==> config.mk <==
export PLATFORM = sky130hd
export DESIGN_NAME = schema_language_lexer
export DESIGN_NICKNAME = d
export VERILOG_FILES = /design/src/rtl/slp_pkg.sv /design/src/rtl/schema_language_lexer.sv /design/src/rtl/slp_front.sv /design/src/rtl/slp_queue.sv /design/src/rtl/slp_back.sv
export SDC_FILE = /design/constraint.sdc
export NUM_CORES = 1
export LEC_CHECK = 0
export BUFFER_PORTS_ARGS = -buffer_cell sky130_fd_sc_hd__buf_2
export CAP_MARGIN = 20
export CORE_MARGIN = 8
export CORE_UTILIZATION = 45
export DETAILED_ROUTE_END_ITERATION = 16
export HOLD_SLACK_MARGIN = 0.03
export REMOVE_ABC_BUFFERS = 1
export SKIP_CTS_REPAIR_TIMING = 1
export SYNTH_ARGS = -nofsm -noshare
export SYNTH_HDL_FRONTEND = slang
export SYNTH_SLANG_ARGS = --single-unit
==> constraint.sdc <==
create_clock -name clock -period 12.5 [get_ports clock]
set_input_delay 0 -clock clock [delete_from_list [all_inputs] [get_ports clock]]
set_output_delay 0 -clock clock [all_outputs]
set_load 0.01 [all_outputs]
==> src/rtl/slp_pkg.sv <==
// Shared types, token codes and keyword tables for the schema language lexer.
// Used by slp_front, slp_queue, slp_back and schema_language_lexer.
// No dependencies.
`default_nettype none

package slp_pkg;

   // Defaults for the top-level parameters
   localparam int MAX_NAME_DEF  = 32;
   localparam int LINE_BITS_DEF = 16;

   // Depth of the queue between front and back (power of two)
   localparam int QDEPTH = 4;

   // Token kinds
   localparam logic [4:0] K_NAMEBYTE = 5'd0;
   localparam logic [4:0] K_NUMBER   = 5'd1;
   localparam logic [4:0] K_IDENT    = 5'd2;
   localparam logic [4:0] K_LBRACE   = 5'd3;
   localparam logic [4:0] K_RBRACE   = 5'd4;
   localparam logic [4:0] K_EQUAL    = 5'd5;
   localparam logic [4:0] K_LBRACKET = 5'd6;
   localparam logic [4:0] K_RBRACKET = 5'd7;
   localparam logic [4:0] K_SEMI     = 5'd8;
   localparam logic [4:0] K_DOT      = 5'd9;
   localparam logic [4:0] K_COMMA    = 5'd10;
   localparam logic [4:0] K_KEY0     = 5'd11;
   localparam logic [4:0] K_ERR_BYTE = 5'd17;
   localparam logic [4:0] K_ERR_DOT  = 5'd18;
   localparam logic [4:0] K_ERR_LONG = 5'd19;
   localparam logic [4:0] K_DONE     = 5'd20;

   // Characters of interest
   localparam logic [7:0] CH_NUL   = 8'h00;
   localparam logic [7:0] CH_TAB   = 8'h09;
   localparam logic [7:0] CH_NL    = 8'h0a;
   localparam logic [7:0] CH_CR    = 8'h0d;
   localparam logic [7:0] CH_SPACE = 8'h20;
   localparam logic [7:0] CH_HASH  = 8'h23;
   localparam logic [7:0] CH_UNDER = 8'h5f;

   localparam int NUM_KW = 6;

   // Keyword spelling, one byte per position, zero past the end
   localparam logic [7:0] KW_TEXT [0:NUM_KW-1][0:6] = '{
      '{"m", "e", "s", "s", "a", "g", "e"},
      '{"i", "n", "t", "e", "g", "e", "r"},
      '{"s", "t", "r", "i", "n", "g", 8'h00},
      '{"r", "e", "a", "l", 8'h00, 8'h00, 8'h00},
      '{"b", "y", "t", "e", "s", 8'h00, 8'h00},
      '{"e", "x", "t", "e", "r", "n", 8'h00}
   };

   localparam logic [2:0] KW_LEN [0:NUM_KW-1] = '{3'd7, 3'd7, 3'd6, 3'd4, 3'd5, 3'd6};

   // Scanner modes
   typedef enum logic [2:0] {
      MODE_IDLE    = 3'd0,
      MODE_NAME    = 3'd1,
      MODE_NUM     = 3'd2,
      MODE_COMMENT = 3'd3,
      MODE_DOT     = 3'd4,
      MODE_STOP    = 3'd5
   } mode_type;

   // Byte classes
   typedef enum logic [2:0] {
      CLS_BAD   = 3'd0,
      CLS_NAME  = 3'd1,
      CLS_DIGIT = 3'd2,
      CLS_SKIP  = 3'd3,
      CLS_NL    = 3'd4,
      CLS_HASH  = 3'd5,
      CLS_PUNCT = 3'd6
   } class_type;

   typedef struct packed {
      class_type  cls;
      logic [4:0] punct;
   } byte_class_type;

   // One token without its line
   typedef struct packed {
      logic [4:0] kind;
      logic [7:0] nb;
      logic [5:0] len;
   } token_type;

   // All tokens caused by one text byte
   typedef struct packed {
      logic [15:0] line;
      token_type   tok0;
      token_type   tok1;
      logic        two;
   } entry_type;

   // Queue status seen by front and back
   typedef struct packed {
      logic full;
      logic not_empty;
   } queue_status_type;

   function automatic byte_class_type classify(input logic [7:0] b);
      byte_class_type r;
      r.cls   = CLS_BAD;
      r.punct = K_NAMEBYTE;
      priority if ((b >= "a" && b <= "z") || (b >= "A" && b <= "Z") || b == CH_UNDER) begin
         r.cls = CLS_NAME;
      end else if (b >= "0" && b <= "9") begin
         r.cls = CLS_DIGIT;
      end else if (b == CH_SPACE || b == CH_TAB || b == CH_CR) begin
         r.cls = CLS_SKIP;
      end else if (b == CH_NL) begin
         r.cls = CLS_NL;
      end else if (b == CH_HASH) begin
         r.cls = CLS_HASH;
      end else if (b == "{") begin
         r.cls = CLS_PUNCT; r.punct = K_LBRACE;
      end else if (b == "}") begin
         r.cls = CLS_PUNCT; r.punct = K_RBRACE;
      end else if (b == "=") begin
         r.cls = CLS_PUNCT; r.punct = K_EQUAL;
      end else if (b == "[") begin
         r.cls = CLS_PUNCT; r.punct = K_LBRACKET;
      end else if (b == "]") begin
         r.cls = CLS_PUNCT; r.punct = K_RBRACKET;
      end else if (b == ";") begin
         r.cls = CLS_PUNCT; r.punct = K_SEMI;
      end else if (b == ".") begin
         r.cls = CLS_PUNCT; r.punct = K_DOT;
      end else if (b == ",") begin
         r.cls = CLS_PUNCT; r.punct = K_COMMA;
      end else begin
         r.cls = CLS_BAD;
      end
      return r;
   endfunction

endpackage

`default_nettype wire

==> src/rtl/schema_language_lexer.sv <==
// Top level of the schema language lexer: front, token queue and back.
// Depends on slp_pkg, slp_front, slp_queue and slp_back.
//
// Usage: text bytes enter on the req_ stream, one byte per request; byte 0
// ends the text, gives a done token and returns the block to its reset
// state (line one). Tokens leave on the rsp_ stream: token kind on
// rsp_tuser, line, name byte and name length in rsp_tdata, and rsp_tlast
// set on the final token caused by one text byte. Bytes that cause no
// token (blanks, newlines, comments, bytes after an error) produce nothing.
// The entry is written into the queue when the byte is accepted, then moves
// from the queue into the output register that drives rsp_tvalid.
// Throughput: one byte per cycle while bytes cause at most one token each
// and rsp_tready stays high; the extra token of a byte that closes a run
// is absorbed by the four-entry queue between front and back.
// req_tready drops only when that queue is full, so a stalled receiver
// backs up into the queue and then stops the text stream; nothing is lost.
// Reset clears the scan state, the queue pointers and the output valid flag.
`default_nettype none

module schema_language_lexer #(
   parameter int MAX_NAME  = slp_pkg::MAX_NAME_DEF,
   parameter int LINE_BITS = slp_pkg::LINE_BITS_DEF
) (
   input  wire logic        clock,
   input  wire logic        reset,
   input  wire logic        req_tvalid,
   output logic             req_tready,
   input  wire logic [7:0]  req_tdata,   // [7:0] text_byte
   output logic             rsp_tvalid,
   input  wire logic        rsp_tready,
   output logic [31:0]      rsp_tdata,   // [15:0] line_number, [23:16] name_byte,
                                         // [29:24] name_length, [31:30] zero
   output logic [4:0]       rsp_tuser,   // [4:0] token_kind
   output logic             rsp_tlast    // last_of_run
);

   slp_pkg::queue_status_type q_status;
   slp_pkg::entry_type        push_entry, head_entry;
   slp_pkg::token_type        out_tok;
   logic                      push, pop;
   logic [15:0]               out_line;

   slp_front #(
      .MAX_NAME  (MAX_NAME),
      .LINE_BITS (LINE_BITS)
   ) u_front (
      .clock      (clock),
      .reset      (reset),
      .in_valid   (req_tvalid),
      .in_byte    (req_tdata),
      .in_ready   (req_tready),
      .q_status   (q_status),
      .push       (push),
      .push_entry (push_entry)
   );

   slp_queue u_queue (
      .clock      (clock),
      .reset      (reset),
      .push       (push),
      .push_entry (push_entry),
      .pop        (pop),
      .head_entry (head_entry),
      .status     (q_status)
   );

   slp_back u_back (
      .clock      (clock),
      .reset      (reset),
      .head_entry (head_entry),
      .q_status   (q_status),
      .pop        (pop),
      .out_valid  (rsp_tvalid),
      .out_ready  (rsp_tready),
      .out_tok    (out_tok),
      .out_line   (out_line),
      .out_last   (rsp_tlast)
   );

   // pack result fields
   assign rsp_tdata = {2'b00, out_tok.len, out_tok.nb, out_line};
   assign rsp_tuser = out_tok.kind;

endmodule

`default_nettype wire

==> src/rtl/slp_front.sv <==
// Front part of the lexer: classifies each text byte, keeps the scan state
// and builds the token entry for the queue. Depends on slp_pkg.
`default_nettype none

module slp_front #(
   parameter int MAX_NAME  = slp_pkg::MAX_NAME_DEF,
   parameter int LINE_BITS = slp_pkg::LINE_BITS_DEF
) (
   input  wire logic                      clock,
   input  wire logic                      reset,
   input  wire logic                      in_valid,
   input  wire logic [7:0]                in_byte,
   output logic                           in_ready,
   input  wire slp_pkg::queue_status_type q_status,
   output logic                           push,
   output slp_pkg::entry_type             push_entry
);

   localparam int NCW = $clog2(MAX_NAME + 1);

   slp_pkg::mode_type      mode_ff, mode_in;
   logic [LINE_BITS-1:0]   line_ff, line_in, line_next;
   logic [5:0]             cand_ff, cand_in;
   logic [NCW-1:0]         count_ff, count_in;

   slp_pkg::byte_class_type bc;
   logic                    accept;
   logic                    is_zero;
   logic [5:0]              cand_fresh, cand_narrow;
   logic [4:0]              close_kind;
   logic                    cont;
   logic [LINE_BITS+15:0]   line_wide;

   // idle-mode action, shared by the idle path and the path after a close
   logic                    idle_vld;
   slp_pkg::token_type      idle_tok;
   logic [5:0]              idle_cand;
   logic [NCW-1:0]          idle_count;
   logic [LINE_BITS-1:0]    idle_line;
   slp_pkg::mode_type       idle_mode;

   slp_pkg::token_type      tok0, tok1;
   logic                    two, any;

   assign in_ready = !q_status.full;
   assign accept   = in_valid && in_ready;
   assign bc       = slp_pkg::classify(in_byte);
   assign is_zero  = (in_byte == slp_pkg::CH_NUL);
   assign cont     = (bc.cls == slp_pkg::CLS_DIGIT) ||
                     (mode_ff == slp_pkg::MODE_NAME && bc.cls == slp_pkg::CLS_NAME);

   // saturating line count
   assign line_next = (line_ff == '1) ? line_ff : line_ff + LINE_BITS'(1);

   // keyword candidate narrowing, from scratch and from the current mask
   always_comb begin
      cand_fresh  = '0;
      cand_narrow = '0;
      for (int i = 0; i < slp_pkg::NUM_KW; i++) begin
         cand_fresh[i]  = (slp_pkg::KW_TEXT[i][0] == in_byte);
         cand_narrow[i] = cand_ff[i] && (count_ff < NCW'(7)) &&
                          (slp_pkg::KW_TEXT[i][count_ff[2:0]] == in_byte);
      end
   end

   // kind of the token that closes a run
   always_comb begin
      close_kind = slp_pkg::K_IDENT;
      if (mode_ff == slp_pkg::MODE_NUM) begin
         close_kind = slp_pkg::K_NUMBER;
      end else begin
         for (int i = slp_pkg::NUM_KW - 1; i >= 0; i--) begin
            if (cand_ff[i] && NCW'(slp_pkg::KW_LEN[i]) == count_ff) begin
               close_kind = slp_pkg::K_KEY0 + 5'(i);
            end
         end
      end
   end

   // action of a byte seen between tokens
   always_comb begin
      idle_vld   = 1'b0;
      idle_tok   = '0;
      idle_cand  = 6'h3f;
      idle_count = '0;
      idle_line  = line_ff;
      idle_mode  = slp_pkg::MODE_IDLE;
      if (is_zero) begin
         idle_vld      = 1'b1;
         idle_tok.kind = slp_pkg::K_DONE;
         idle_line     = LINE_BITS'(1);
      end else begin
         unique case (bc.cls)
            slp_pkg::CLS_NAME: begin
               idle_vld   = 1'b1;
               idle_tok.nb = in_byte;
               idle_cand  = cand_fresh;
               idle_count = NCW'(1);
               idle_mode  = slp_pkg::MODE_NAME;
            end
            slp_pkg::CLS_DIGIT: begin
               idle_vld   = 1'b1;
               idle_tok.nb = in_byte;
               idle_cand  = '0;
               idle_count = NCW'(1);
               idle_mode  = slp_pkg::MODE_NUM;
            end
            slp_pkg::CLS_SKIP: begin
            end
            slp_pkg::CLS_NL: begin
               idle_line = line_next;
            end
            slp_pkg::CLS_HASH: begin
               idle_mode = slp_pkg::MODE_COMMENT;
            end
            slp_pkg::CLS_PUNCT: begin
               idle_vld      = 1'b1;
               idle_tok.kind = bc.punct;
               if (bc.punct == slp_pkg::K_DOT) begin
                  idle_mode = slp_pkg::MODE_DOT;
               end
            end
            default: begin
               idle_vld      = 1'b1;
               idle_tok.kind = slp_pkg::K_ERR_BYTE;
               idle_mode     = slp_pkg::MODE_STOP;
            end
         endcase
      end
   end

   // next scan mode
   always_comb begin
      mode_in = mode_ff;
      unique case (mode_ff)
         slp_pkg::MODE_STOP: begin
            if (is_zero) mode_in = slp_pkg::MODE_IDLE;
         end
         slp_pkg::MODE_COMMENT: begin
            if (is_zero || in_byte == slp_pkg::CH_NL) mode_in = slp_pkg::MODE_IDLE;
         end
         slp_pkg::MODE_DOT: begin
            if (bc.cls == slp_pkg::CLS_NAME) mode_in = slp_pkg::MODE_NAME;
            else if (is_zero) mode_in = slp_pkg::MODE_IDLE;
            else mode_in = slp_pkg::MODE_STOP;
         end
         slp_pkg::MODE_NAME, slp_pkg::MODE_NUM: begin
            if (cont) begin
               if (count_ff >= NCW'(MAX_NAME)) mode_in = slp_pkg::MODE_STOP;
            end else begin
               mode_in = idle_mode;
            end
         end
         slp_pkg::MODE_IDLE: begin
            mode_in = idle_mode;
         end
         default: begin
            mode_in = slp_pkg::MODE_IDLE;
         end
      endcase
   end

   // tokens and data state
   always_comb begin
      tok0     = '0;
      tok1     = '0;
      two      = 1'b0;
      any      = 1'b0;
      cand_in  = cand_ff;
      count_in = count_ff;
      line_in  = line_ff;
      unique case (mode_ff)
         slp_pkg::MODE_STOP: begin
            if (is_zero) begin
               any       = 1'b1;
               tok0.kind = slp_pkg::K_DONE;
               line_in   = LINE_BITS'(1);
               cand_in   = 6'h3f;
               count_in  = '0;
            end
         end
         slp_pkg::MODE_COMMENT: begin
            if (is_zero) begin
               any       = 1'b1;
               tok0.kind = slp_pkg::K_DONE;
               line_in   = LINE_BITS'(1);
               cand_in   = 6'h3f;
               count_in  = '0;
            end else if (in_byte == slp_pkg::CH_NL) begin
               line_in = line_next;
            end
         end
         slp_pkg::MODE_DOT: begin
            any = 1'b1;
            if (bc.cls == slp_pkg::CLS_NAME) begin
               tok0.nb  = in_byte;
               cand_in  = cand_fresh;
               count_in = NCW'(1);
            end else begin
               tok0.kind = slp_pkg::K_ERR_DOT;
               if (is_zero) begin
                  two       = 1'b1;
                  tok1.kind = slp_pkg::K_DONE;
                  line_in   = LINE_BITS'(1);
                  cand_in   = 6'h3f;
                  count_in  = '0;
               end
            end
         end
         slp_pkg::MODE_NAME, slp_pkg::MODE_NUM: begin
            any = 1'b1;
            if (cont) begin
               if (count_ff >= NCW'(MAX_NAME)) begin
                  tok0.kind = slp_pkg::K_ERR_LONG;
               end else begin
                  tok0.nb  = in_byte;
                  count_in = count_ff + NCW'(1);
                  if (mode_ff == slp_pkg::MODE_NAME) cand_in = cand_narrow;
               end
            end else begin
               tok0.kind = close_kind;
               tok0.len  = 6'(count_ff);
               two       = idle_vld;
               tok1      = idle_tok;
               cand_in   = idle_cand;
               count_in  = idle_count;
               line_in   = idle_line;
            end
         end
         slp_pkg::MODE_IDLE: begin
            any      = idle_vld;
            tok0     = idle_tok;
            cand_in  = idle_cand;
            count_in = idle_count;
            line_in  = idle_line;
         end
         default: begin
         end
      endcase
   end

   // queue entry; line is the low 16 bits of the count
   assign line_wide       = {16'b0, line_ff};
   assign push            = accept && any;
   assign push_entry.line = line_wide[15:0];
   assign push_entry.tok0 = tok0;
   assign push_entry.tok1 = tok1;
   assign push_entry.two  = two;

   // scan state registers
   always_ff @(posedge clock) begin
      if (reset) begin
         mode_ff  <= slp_pkg::MODE_IDLE;
         line_ff  <= LINE_BITS'(1);
         cand_ff  <= 6'h3f;
         count_ff <= '0;
      end else if (accept) begin
         mode_ff  <= mode_in;
         line_ff  <= line_in;
         cand_ff  <= cand_in;
         count_ff <= count_in;
      end
   end

endmodule

`default_nettype wire

==> src/rtl/slp_queue.sv <==
// Short queue of token entries between the lexer front and back.
// Depends on slp_pkg.
`default_nettype none

module slp_queue (
   input  wire logic                clock,
   input  wire logic                reset,
   input  wire logic                push,
   input  wire slp_pkg::entry_type  push_entry,
   input  wire logic                pop,
   output slp_pkg::entry_type       head_entry,
   output slp_pkg::queue_status_type status
);

   localparam int QAW = $clog2(slp_pkg::QDEPTH);

   slp_pkg::entry_type store_ff [slp_pkg::QDEPTH];
   logic [QAW-1:0]     wr_ptr_ff, wr_ptr_in;
   logic [QAW-1:0]     rd_ptr_ff, rd_ptr_in;
   logic [QAW:0]       fill_ff, fill_in;

   assign status.full      = (fill_ff == (QAW+1)'(slp_pkg::QDEPTH));
   assign status.not_empty = (fill_ff != '0);
   assign head_entry       = store_ff[rd_ptr_ff];

   // pointer and fill update
   always_comb begin
      wr_ptr_in = push ? wr_ptr_ff + QAW'(1) : wr_ptr_ff;
      rd_ptr_in = pop ? rd_ptr_ff + QAW'(1) : rd_ptr_ff;
      fill_in   = fill_ff;
      unique case ({push, pop})
         2'b10:   fill_in = fill_ff + (QAW+1)'(1);
         2'b01:   fill_in = fill_ff - (QAW+1)'(1);
         default: fill_in = fill_ff;
      endcase
   end

   always_ff @(posedge clock) begin
      if (reset) begin
         wr_ptr_ff <= '0;
         rd_ptr_ff <= '0;
         fill_ff   <= '0;
      end else begin
         wr_ptr_ff <= wr_ptr_in;
         rd_ptr_ff <= rd_ptr_in;
         fill_ff   <= fill_in;
      end
   end

   // entry storage
   always_ff @(posedge clock) begin
      if (push) begin
         store_ff[wr_ptr_ff] <= push_entry;
      end
   end

endmodule

`default_nettype wire

==> src/rtl/slp_back.sv <==
// Back part of the lexer: splits each queue entry into one or two tokens
// and holds them in the output register. Depends on slp_pkg.
`default_nettype none

module slp_back (
   input  wire logic                      clock,
   input  wire logic                      reset,
   input  wire slp_pkg::entry_type        head_entry,
   input  wire slp_pkg::queue_status_type q_status,
   output logic                           pop,
   output logic                           out_valid,
   input  wire logic                      out_ready,
   output slp_pkg::token_type             out_tok,
   output logic [15:0]                    out_line,
   output logic                           out_last
);

   logic               valid_ff, valid_in;
   logic               second_ff, second_in;
   slp_pkg::token_type tok_ff, tok_in;
   logic [15:0]        line_ff, line_in;
   logic               last_ff, last_in;
   logic               load;

   assign load = q_status.not_empty && (!valid_ff || out_ready);

   // pick the pending half of the head entry
   always_comb begin
      valid_in  = valid_ff && !out_ready;
      second_in = second_ff;
      tok_in    = tok_ff;
      line_in   = line_ff;
      last_in   = last_ff;
      pop       = 1'b0;
      if (load) begin
         valid_in = 1'b1;
         line_in  = head_entry.line;
         if (second_ff) begin
            tok_in    = head_entry.tok1;
            last_in   = 1'b1;
            pop       = 1'b1;
            second_in = 1'b0;
         end else begin
            tok_in    = head_entry.tok0;
            last_in   = !head_entry.two;
            pop       = !head_entry.two;
            second_in = head_entry.two;
         end
      end
   end

   always_ff @(posedge clock) begin
      if (reset) begin
         valid_ff  <= 1'b0;
         second_ff <= 1'b0;
      end else begin
         valid_ff  <= valid_in;
         second_ff <= second_in;
      end
   end

   // output payload
   always_ff @(posedge clock) begin
      tok_ff  <= tok_in;
      line_ff <= line_in;
      last_ff <= last_in;
   end

   assign out_valid = valid_ff;
   assign out_tok   = tok_ff;
   assign out_line  = line_ff;
   assign out_last  = last_ff;

endmodule

`default_nettype wire
==> summary.md <==
| Metric | Value |
|---|---|
| Status | complete, no violations |
| Final #Nets | roughly 1000 |
| Routed via count | between 8000 and 9000 |
| Die ar. | ~33000 µm² |
| Pin count of the biggest net entering global routing | 50 |
| Sw Share | between 20% and 30% |
| Fin cells | about 1400 |
| Layout cells sized above 1 | 17.9% |
| Placer Congestion | between 0.9 and 1 |
| Placed insts | approximately 1300 |
| Initial Util | a little under half |
| Worst path required time | ~13 ns |
| Worst Path Class, Setup | register to register |
| Setup slack, reg-to-reg | ~9 ns |
| Most frequent cell after synthesis | edfxtp_1 |
| Max IR drop VDD | 0.127 mV |
| Sink Count | about 270 |
| Die Width | roughly 180 µm |
| Clk_skew | about 0.023 ns |
| Uppermost layer routed | met4 |
| Cells after Synth | around 950 |
| Final setup violation count | 0 |
| CTS max path bufs | 3 |
| Cell variety after synth | between 70 and 80 |
| Grt ovf | 0 |
| Area share of the largest cell type after synthesis | about 56% |
| Boundary Pins | 52 |
| Clock share of power | 31.9% |
| Worst hold slack | around 0.035 ns |
| Max Transition Viols Final | 0 |
| DR iter-0 viols | ~680 |
| Crit path DAT | 3.85 ns |
| Root Driver | clkbuf_16 |
| Pre-CTS WS | slightly below 9 ns |
| Vias in the first global route | about 8000 |
| Share of the yosys chip area belonging to registers | 62.3% |
| Logic pwr share | about a quarter |
| Remaining DRCs | 0 |
| Clock transition at path regs | 0.06 ns |
| Met2 wire length | between 10 and 15 mm |
| Critical Path Source Type | register |
| #FFs+latches synth | approximately 270 |
| Clk_lat worst skew | about 0.56 ns |
| DRT Wirelength | 28.3 mm |
| Antenna viol nets, final | 0 |
| CTS tree | done |
| Internal power | approximately 2000 µW |
| Antenna violations before repair | 0 |
| Setup TNS | 0 ns |
| DP HPWL | 17.6 mm |
| RSZ-0062 raised after global routing | no |
| Hold WC Path Type | primary input to register |
| EDFF count, synth | around 230 |
| Leakage power | around 0.0047 µW |
| PwrDens | between 200 and 250 nW/µm² |
| Final hold vios | 0 |
| Placement Rows | 61 |
| Die H | around 180 µm |
| First-pass GRT wire length | ~45 mm |
| Post-layout minimum cycle time | between 3 and 4 ns |
| Core Area | 27600 µm² |
| Synthesized area | around 13000 µm² |
| Fmax | between 200 and 300 MHz |
| Prevailing post-synth register cell | edfxtp_1 |
| Number of vias per cell | 5.74 |
| Max FO, Critical Path | 18 |
| GRT Resource Usage Total | between 10% and 20% |
| Met3 WL post-DR | 1.47 mm |
| Reported net switching power | between 800 and 900 µW |
| Slew HR | 27.3% |
| Max-Cap Viols | 0 |
| # port buffers | around 50 |
| Synth top area cells | edfxtp_1 56%, mux4_2 8.8%, dfxtp_1 6.7%, nand2_1 2.8%, nor2_1 2.2% |
| Crit end category | register |
| Least-Margin Pin Slew | 1.08 ns |
| Final period util | 26.9% |
| Drt first pass iters | 5 |
| WL met1 | approximately 13 mm |
| FFs w/ async S/R, synth | 0% |
| Inserted Diodes | 0 |
| Clock buffer count from CTS | 29 |
| Seq pwr share | 44.3% |
| Avg Cell Area, Syn | 13.2 µm² |
| Top cells by count, synth | 232 x edfxtp_1, 95 x nand2_1, 73 x nor2_1 |
| YS warnings | 0 |
| Final WS setup | ~9.1 ns |
| Area leader, netlist | edfxtp_1 |
| H-tree depth | 1 |
| Detailed-route wire length per cell | 20.3 µm |
| Area growth syn-to-layout | 13.4% |
[layout by cell type (no fill, tap or decap), types with 5 or more instances in the layout]
cell type  count
edfxtp_1     232
nand2_1       95
nor2_1        69
mux4_2        49
buf_2         49
o21ai_0       44
a21oi_1       41
dfxtp_1       40
clkbuf_16     29
inv_1         21
nand3_1       21
and2_1        17
nand4_1       15
nor3_1        14
and3_1        14
ha_1          13
xnor2_1       11
buf_4         11
a31oi_1       10
xor2_1        10
conb_1        10
nand2b_1       9
nor2b_1        9
o22ai_1        8
o211ai_1       8
nand4b_1       7
nand3b_1       7
clkinv_1       6
nor4_1         6
o32a_1         6
a311oi_1       6
or4_1          5
or2_2          5
and4_1         5
a22oi_1        5
nor2_4         5
bufinv_16      5
clkinv_2       5
[layout make-up]
type                            count  area [µm²]
Tap cell                          378         473
Multi-Input combinational cell    605        4450
Clock buffer                       34         785
Inverter                           23        86.3
Sequential cell                   274        7810
Fill cell                        2404       13400
Clock inverter                     19         245
Timing Repair Buffer               62         348
[registers in the layout, summed over array words and instances (netlist names), named ones only]
name / count
u_back.second_ff: 1
u_queue.store_ff: 196
u_back.out_line: 16
u_front.cand_ff: 6
u_front.count_ff: 6
u_back.out_valid: 1
u_back.out_last: 1
u_front.mode_ff: 3
u_queue.wr_ptr_ff: 2
u_front.line_ff: 16
u_queue.fill_ff: 3
u_queue.rd_ptr_ff: 2
u_back.out_tok: 19
[cell families after synthesis]
logic type,Yosys count,synth area share (%)
compound gates,182,9.56
buf+inv,82,2.64
fa+ha+maj,14,1.46
mux,53,9.15
flops,274,62.3
other cells,1,0.0299
simple gates,325,13.4
xor+xnor,21,1.47
[power by group through the flow]
stage	combinational [µW]	clock, µW	sequential, µW
6_report	676	906	1260
5_1_grt	752	960	1280
4_1_cts	698	923	1260
3_5_place_dp	697	0	1280
3_3_place_gp	689	0	1280
2_1_floorplan	391	0	1350
[routing by layer]
| metal | up-vias | track usage, % |
|---|---|---|
| li1 | 3757 | - |
| met1 | 3994 | 22.5 |
| met2 | 207 | 28.4 |
| met3 | 53 | 2.37 |
| met4 | 0 | 5.01 |
| met5 | - | 0 |
[critical path, stage by stage, from the launching register on]
cell	delay (ns)
dfxtp_1	0.70
nand2_1	0.19
a21boi_0	0.17
o21ba_2	0.26
o21ai_1	0.58
ha_1	0.34
inv_1	0.07
fa_1	0.38
xor2_1	0.16
or3_1	0.31
a21oi_1	0.14
[through the flow]
stage                     total power [µW]  instance area [µm²]  util (%)
final                                 2840                14200      51.4
after global routing                  2990                14200      51.4
after CTS                             2880                14200      51.3
after detailed placement              1980                13200      47.6
after global placement                1960                13200      47.6
after floorplan                       1740                12300         -
[final timing paths]
path                             endpoint  depth (start not counted)                 start
hold reg to reg      u_queue.wr_ptr_ff[1]                          2  u_queue.wr_ptr_ff[1]
setup reg to reg       u_queue.fill_ff[2]                         10    u_front.mode_ff[2]
setup / recovery       u_queue.fill_ff[2]                         10    u_front.mode_ff[2]
hold / removal    u_queue.store_ff[3][32]                          2          req_tdata[6]
Power figures use the tool's default switching activity.
